### src/rtl/awrc_ram.sv
module awrc_ram #(
   parameter int DATA_W = 8,
   parameter int DEPTH  = 64
) (
   input  logic                     clock,
   input  logic                     we,
   input  logic [$clog2(DEPTH)-1:0] waddr,
   input  logic [DATA_W-1:0]        wdata,
   input  logic [$clog2(DEPTH)-1:0] raddr,
   output logic [DATA_W-1:0]        rdata
);
   logic [DATA_W-1:0] mem [DEPTH];

   always_ff @(posedge clock) begin
      if (we) begin
         mem[waddr] <= wdata;
      end
      rdata <= mem[raddr];
   end
endmodule

### config.mk
export PLATFORM = sky130hd
export DESIGN_NAME = awrc_ram
export DESIGN_NICKNAME = d
export VERILOG_FILES = /design/src/rtl/awrc_ram.sv
export SDC_FILE = /design/constraint.sdc
export NUM_CORES = 1
export LEC_CHECK = 0
export BUFFER_PORTS_ARGS = -buffer_cell sky130_fd_sc_hd__buf_4
export CAP_MARGIN = 20
export CORE_MARGIN = 2
export CORE_UTILIZATION = 56
export CTS_CLUSTER_DIAMETER = 150
export CTS_CLUSTER_SIZE = 30
export DETAILED_ROUTE_END_ITERATION = 8
export PLACE_DENSITY_LB_ADDON = 0.05
export SYNTH_ARGS = -nofsm -noshare
export SYNTH_HDL_FRONTEND = slang
export SYNTH_SLANG_ARGS = --single-unit
### constraint.sdc
create_clock -name clock -period 1.9 [get_ports clock]
set_input_delay 0.38 -clock clock [delete_from_list [all_inputs] [get_ports clock]]
set_output_delay 0.38 -clock clock [all_outputs]
set_load 0.02 [all_outputs]
======== Word level (Yosys, flattened, before mapping) ========
Memories as Yosys holds them, arrays and structs flattened. A register that Yosys moved wholly into a read port is not among the register bits.
Cells that the tools add are included.
operators by class
  multiplexer cells ....................... 2
operators by type and width
  operator  count
  $mux W1   2
storage, ports and cells
  register bits after elaboration ......... 0
  memory bits (writable) .................. 512
  input bits .............................. 22
  output and inout port bits .............. 8
  word-level logic and storage cells ...... 3
  memories ................................ 1
memory list
  name  words  width  read ports  clocked after Yosys merged registers in  wr ports  RTL line  source
  mem   64     8      1           1                                        1         12        logic [DATA_W-1:0] mem [DEPTH];

======== Longest topological paths before layout ========
Gate-level depths: netlist of run 1.
  depth after elaboration ................. 2
  gate-level depth with buffers ........... 9
  mapped depth without buffers ............ 5

======== Worst setup path after synthesis of run 1 ========
No wires, ideal clock.
  kind .................................... input to register
  start ................................... input port raddr[1]
  end ..................................... register rdata[3] (read register of mem)
  setup time .............................. 0.128 ns
  arrival time ............................ 1.920 ns
  required time ........................... 1.772 ns
  path slack .............................. -0.148 ns
  stages .................................. 7
  path buffers ............................ 3
  path through ............................ buf_4 > buf_2 > buf_2 > mux4_2 > mux4_2 > o21ai_1 > o41ai_1
RTL lines
  what                RTL line  source
  start: declaration  9         input logic [$clog2(DEPTH)-1:0] raddr,
  end: declaration    10        output logic [DATA_W-1:0] rdata

==> results of run 1 <==
## area by class of cell
type,count,area (µm²),share of cell area
clock inverters,1,20.0,0.000889
well taps,461,577,0.0256
clock buffers,35,578,0.0257
diodes,1,2.50,0.000111
multi-input cells,369,4420,0.196
flip-flops and latches,520,15500,0.690
repair buffers,169,1390,0.0617
## kinds of logic (layout without fill, tap and decap cells)
kind of cell           count (synthesis)  after routing  synth area share
buffers and inverters                 51            205            0.0157
multiplexers                         162            162             0.159
other                                  0              1                 0
AND/OR/NAND/NOR                      153            153            0.0339
flip-flops                           520            520             0.770
AO/OA/AOI/OAI                         54             54            0.0207
## worst min-delay path, stage by stage
cell and delay (ns):
buf_4 0.20, nand2_1 0.09, o2bb2ai_1 0.05
## cell usage after synthesis, types with 4 or more instances
| cell | number |
|---|---|
| nand2_1 | 19 |
| mux2i_1 | 23 |
| a221oi_1 | 6 |
| nor3_1 | 7 |
| nand2b_1 | 7 |
| dfxtp_1 | 8 |
| buf_4 | 13 |
| o22ai_1 | 8 |
| nor2_1 | 83 |
| nor2b_1 | 14 |
| mux2_2 | 13 |
| nand3_1 | 13 |
| clkbuf_1 | 17 |
| buf_1 | 4 |
| buf_6 | 4 |
| mux4_2 | 126 |
| a211oi_1 | 4 |
| o221ai_1 | 8 |
| buf_2 | 11 |
| edfxtp_1 | 512 |
## routing by layer
layer	wire [µm]	GRT usage	vias up	part of all wire
met2	21700	0.390	380	0.48
li1	-	-	4166	-
met5	36	0	-	0.00080
met3	3330	0.0379	44	0.074
met4	614	0.0365	6	0.014
met1	19600	0.373	5240	0.43
## flip-flops by register name, indices dropped and copies added (netlist names)
signal	count
rdata	8
mem	512
## path summary, 6_finish.rpt
path                             start               end  slack (ns)  depth (start not counted)
hold / removal                raddr[5]  rdata[0]$_DFF_P_        0.22                          3
hold reg to reg   mem[22][0]$_DFFE_PP_  rdata[0]$_DFF_P_        0.86                          4
setup reg to reg  mem[21][4]$_DFFE_PP_  rdata[4]$_DFF_P_       -0.06                          5
setup / recovery  mem[21][4]$_DFFE_PP_  rdata[4]$_DFF_P_       -0.06                          5
## stage by stage
step / instances / utilization / hold WS [ns]
global placement: 1519 / 0.615 / 0.780
finish: 1556 / 0.635 / 0.218
floorplan: 940 / - / 0.479
CTS: 1555 / 0.633 / 0.192
global route: 1555 / 0.635 / 0.200
detailed placement: 1519 / 0.615 / 0.776
## what timing repair did
item                       in CTS  in global routing
pin swaps                       4                  0
setup endpoints to repair       4                  8
setup buffers                   0                  0
resized for setup               8                 10
## power groups by stage
stage	registers, mW	clock network (mW)	logic, mW
4_1_cts	12.7	5.49	1.35
2_1_floorplan	13.0	0	0.688
3_5_place_dp	13.0	0	1.34
6_report	12.7	5.37	1.37
5_1_grt	12.7	5.90	1.45
3_3_place_gp	13.0	0	1.30
==> impl_metrics.json, run 1 <==
{
  "required_ns": 2.32,
  "drtPass1Iterations": 5,
  "maxSlewViolCount": 0,
  "crit_family": "multiplexers",
  "rsz0062_at_grt": "yes",
  "power.share.clock": 0.276,
  "finalPower_mw": 19.4,
  "grt_max_degree": 65,
  "synth_top_area_frac": 0.762,
  "switching_share": 0.209,
  "synth_cells": 940,
  "cts_buffer_depth": 3,
  "die_h_um": 194,
  "crit_type": "register to register",
  "cts_inserted_buffers": 21,
  "drive_gt1_frac": 0.310,
  "finalCritPeriodShare": 1.03,
  "setup_viol": 2,
  "tritoncts": "yes",
  "cp_slowest_cell": "mux4_2",
  "worst_slew_pin_slew_ns": 0.766,
  "place_area_um2": 21800,
  "synth_area_per_cell_um2": 21.5,
  "syn-cell-area_um2": 20200,
  "gr-total-overflow": 0,
  "post-route-cell-area_um2": 22500,
  "ir_drop_mv": 0.645,
  "synth_seq_area_share": 0.770,
  "path_max_fanout": 1,
  "area.growth.synth_to_final_pct": 11.7,
  "fin_crit_ns": 1.96,
  "clockRootBuffer": "clkbuf_16",
  "clkLatencyLatePin_ns": 0.54,
  "max_slew_margin": 0.489,
  "crit_buf_inv": 0,
  "synthFlopType": "edfxtp_1",
  "fmax_mhz": 511,
  "p_leak_nw": 7.17,
  "p_int_mw": 15.4,
  "power.density_nw_per_um2": 864,
  "yosys-top-cells-area": "edfxtp_1, mux4_2, nor2_1, mux2i_1, dfxtp_1",
  "drt_iter0_drc": 1043,
  "fill_cells": 2408,
  "coreArea_um2": 35500,
  "grt.total_usage": 0.244,
  "hold_class": "primary input to register",
  "initial_core_util": 0.568,
  "arrival_ns": 2.38,
  "status": "finished with violations",
  "layout_commonest_cell": "edfxtp_1",
  "synth-edff-count": 512,
  "power_frac_seq": 0.654,
  "violations": "negative setup slack",
  "yosysTopAreaCell": "edfxtp_1",
  "critPathMaxStageDelay_ns": 0.46,
  "routed_wl_um": 45200,
  "clkSinkCount": 520,
  "grt_pass1_wl_um": 66800,
  "cp-end-kind": "register",
  "vias": 9836,
  "ys_types": 40,
  "first_global_vias": 9939,
  "wl_per_cell_um": 29.1,
  "rows": 69,
  "num-nets-final": 1103,
  "ios": 30,
  "async_flop_share": 0,
  "cp_cell_sequence": "mux4_2 -> mux2_2 -> o221a_4 -> nor3_4 -> o32ai_2",
  "final_cell_mix": "edfxtp_1, buf_4, mux4_2, nor2_1, mux2i_1",
  "skew_ns": 0.0277,
  "grt_antenna_before_repair": 4,
  "numPortBuffers": 29,
  "antenna_left": 0,
  "die_width_um": 194,
  "place_ws_ns": -0.872,
  "holdBufCountCts": 0,
  "ys_ff_latch": 520,
  "cts.clk_slew.worst_paths_ns": 0.11,
  "fin_tns_setup_ns": -0.113,
  "setup_ws_ns": -0.0586,
  "power.switching_mw": 4.06,
  "hpwl_um": 29700,
  "drc": 0,
  "via_per_inst": 6.32,
  "syn-num-nets": 962,
  "worst_setup_path_start_kind": "register",
  "htreeDepth": 1,
  "dieArea_um2": 37500,
  "power_frac_comb": 0.070,
  "synth_warnings": 0,
  "gp_congestion": 0.875,
  "drv_cap": 0,
  "finalHoldViolations": 0
}
Power figures use the tool's default switching activity.
==> run 2, diff against run 1 <==
--- a/config.mk
+++ b/config.mk
@@ -8,7 +8,8 @@
 export BUFFER_PORTS_ARGS = -buffer_cell sky130_fd_sc_hd__buf_4
 export CAP_MARGIN = 20
 export CORE_MARGIN = 2
-export CORE_UTILIZATION = 56
+export CORE_UTILIZATION = 59
+export CTS_BUF_LIST = sky130_fd_sc_hd__clkbuf_2
 export CTS_CLUSTER_DIAMETER = 150
 export CTS_CLUSTER_SIZE = 30
 export DETAILED_ROUTE_END_ITERATION = 8
==> impl_metrics.json, run 2 (synthesis gave the netlist of run 1 again) <==
{
  "ios": 30,
  "crit_family": "flip-flops",
  "grt.total_usage": 0.260,
  "htreeDepth": 1,
  "cp-startpoint": "rdata[3]$_DFF_P_",
  "cts_inserted_buffers": 21,
  "power.density_nw_per_um2": 782,
  "cp-end-kind": "output port",
  "skew_ns": 0.136,
  "switching_share": 0.220,
  "fill_cells": 2153,
  "worst_slew_pin_slew_ns": 0.723,
  "dieArea_um2": 35700,
  "rows": 67,
  "drtPass1Iterations": 5,
  "ir_drop_mv": 0.649,
  "crit_buf_inv": 1,
  "rsz0062_at_grt": "yes",
  "p_leak_nw": 7.24,
  "fin_cells": 1581,
  "p_int_mw": 13.7,
  "cts.clk_slew.worst_paths_ns": 0.50,
  "power_frac_comb": 0.082,
  "coreArea_um2": 33600,
  "num-nets-final": 1148,
  "antenna_left": 0,
  "critPathMaxStageDelay_ns": 0.48,
  "setup_viol": 8,
  "drt_iter0_drc": 1098,
  "clockRootBuffer": "clkbuf_2",
  "power.share.clock": 0.194,
  "worst_setup_path_start_kind": "register",
  "hp-start": "waddr[3]",
  "die_width_um": 189,
  "status": "finished with violations",
  "area.growth.synth_to_final_pct": 11.8,
  "die_h_um": 189,
  "r2r_start": "mem[16][6]$_DFFE_PP_",
  "final_cell_mix": "edfxtp_1, buf_4, mux4_2, nor2_1, clkbuf_2",
  "gp_congestion": 0.814,
  "layout_commonest_cell": "edfxtp_1",
  "largest_register_ffs": 512,
  "finalCritPeriodShare": 1.08,
  "power_frac_seq": 0.724,
  "cts_buffer_depth": 3,
  "gr-total-overflow": 0,
  "place_area_um2": 22000,
  "fin_crit_ns": 2.05,
  "crit_type": "register to output port",
  "maxSlewViolCount": 0,
  "routed_wl_um": 45100,
  "cp_slowest_cell": "dfxtp_4",
  "violations": "negative setup slack",
  "grt_antenna_before_repair": 1,
  "drc": 0,
  "clkLatencyLatePin_ns": 1.06,
  "hpwl_um": 30300,
  "cp.depth": 1,
  "via_per_inst": 6.36,
  "vias": 10100,
  "wl_per_cell_um": 28.5,
  "clkSinkCount": 520,
  "cp_cell_sequence": "buf_6",
  "arrival_ns": 1.67,
  "required_ns": 1.52,
  "r2r_cells": 5,
  "grt_pass1_wl_um": 66800,
  "drive_gt1_frac": 0.337,
  "tritoncts": "yes",
  "utilization": 0.671,
  "grt_max_degree": 65,
  "initial_core_util": 0.600,
  "reg_top3": "mem (512), rdata (8)",
  "path_max_fanout": 1,
  "power.switching_mw": 3.87,
  "max_slew_margin": 0.518,
  "top_register": "mem",
  "fmax_mhz": 488,
  "drv_cap": 0,
  "hold_class": "primary input to register",
  "placed_cells": 1529,
  "setup_ws_ns": -0.149,
  "post-route-cell-area_um2": 22500,
  "finalHoldViolations": 0,
  "first_global_vias": 10300,
  "min_path_cells": 4,
  "numPortBuffers": 29
}
-- run 2: per-stage QoR --
step	setup TNS, ns	hold slack (ns)	power [mW]	setup WS [ns]
after CTS	-1.29	0.0278	17.7	-0.188
after global placement	-6.07	0.791	14.3	-1.01
after detailed placement	-6.23	0.798	14.3	-0.994
after floorplan	-0.0951	0.479	13.7	-0.0285
final	-0.866	0.0818	17.6	-0.149
after global routing	-1.48	0.0730	18.2	-0.193
-- run 2: final timing paths --
| path | end | slack (ns) |
|---|---|---|
| max | rdata[3] | -0.15 |
| min | mem[42][1]$_DFFE_PP_ | 0.08 |
| max reg2reg | rdata[6]$_DFF_P_ | 0 |
| min reg2reg | rdata[2]$_DFF_P_ | 0.89 |
-- run 2: layer usage --
layer | routed length, µm | vias up | GRT usage
met4 | 1130 | 0 | 0.0664
met5 | 0 | - | 0
met2 | 21500 | 414 | 0.406
met3 | 3350 | 44 | 0.0335
met1 | 19100 | 5336 | 0.402
li1 | - | 4259 | -
-- run 2: layout make-up --
cell class	count	area, µm²	area share
Sequential cell	520	15600	0.690
Multi-Input combinational cell	369	4440	0.197
Timing Repair Buffer	214	1830	0.0813
Tap cell	448	561	0.0249
Clock buffer	28	140	0.00622
Clock inverter	1	20.0	0.000888
Antenna cell	1	2.50	0.000111
-- run 2: timing repair --
item | CTS | global route
hold endpoints to repair | 649 | 0
setup endpoints to repair | 15 | 20
resized for setup | 31 | 10
hold buffers | 21 | 0
setup buffers | 0 | 1
pin swaps | 2 | 4
-- run 2: power by group through the flow --
| stage | Combinational (mW) | Clock [mW] | Sequential [mW] |
|---|---|---|---|
| global placement | 1.33 | 0 | 13.0 |
| finish | 1.44 | 3.42 | 12.8 |
| detailed placement | 1.37 | 0 | 13.0 |
| CTS | 1.43 | 3.53 | 12.8 |
| floorplan | 0.688 | 0 | 13.0 |
| global route | 1.53 | 3.86 | 12.8 |
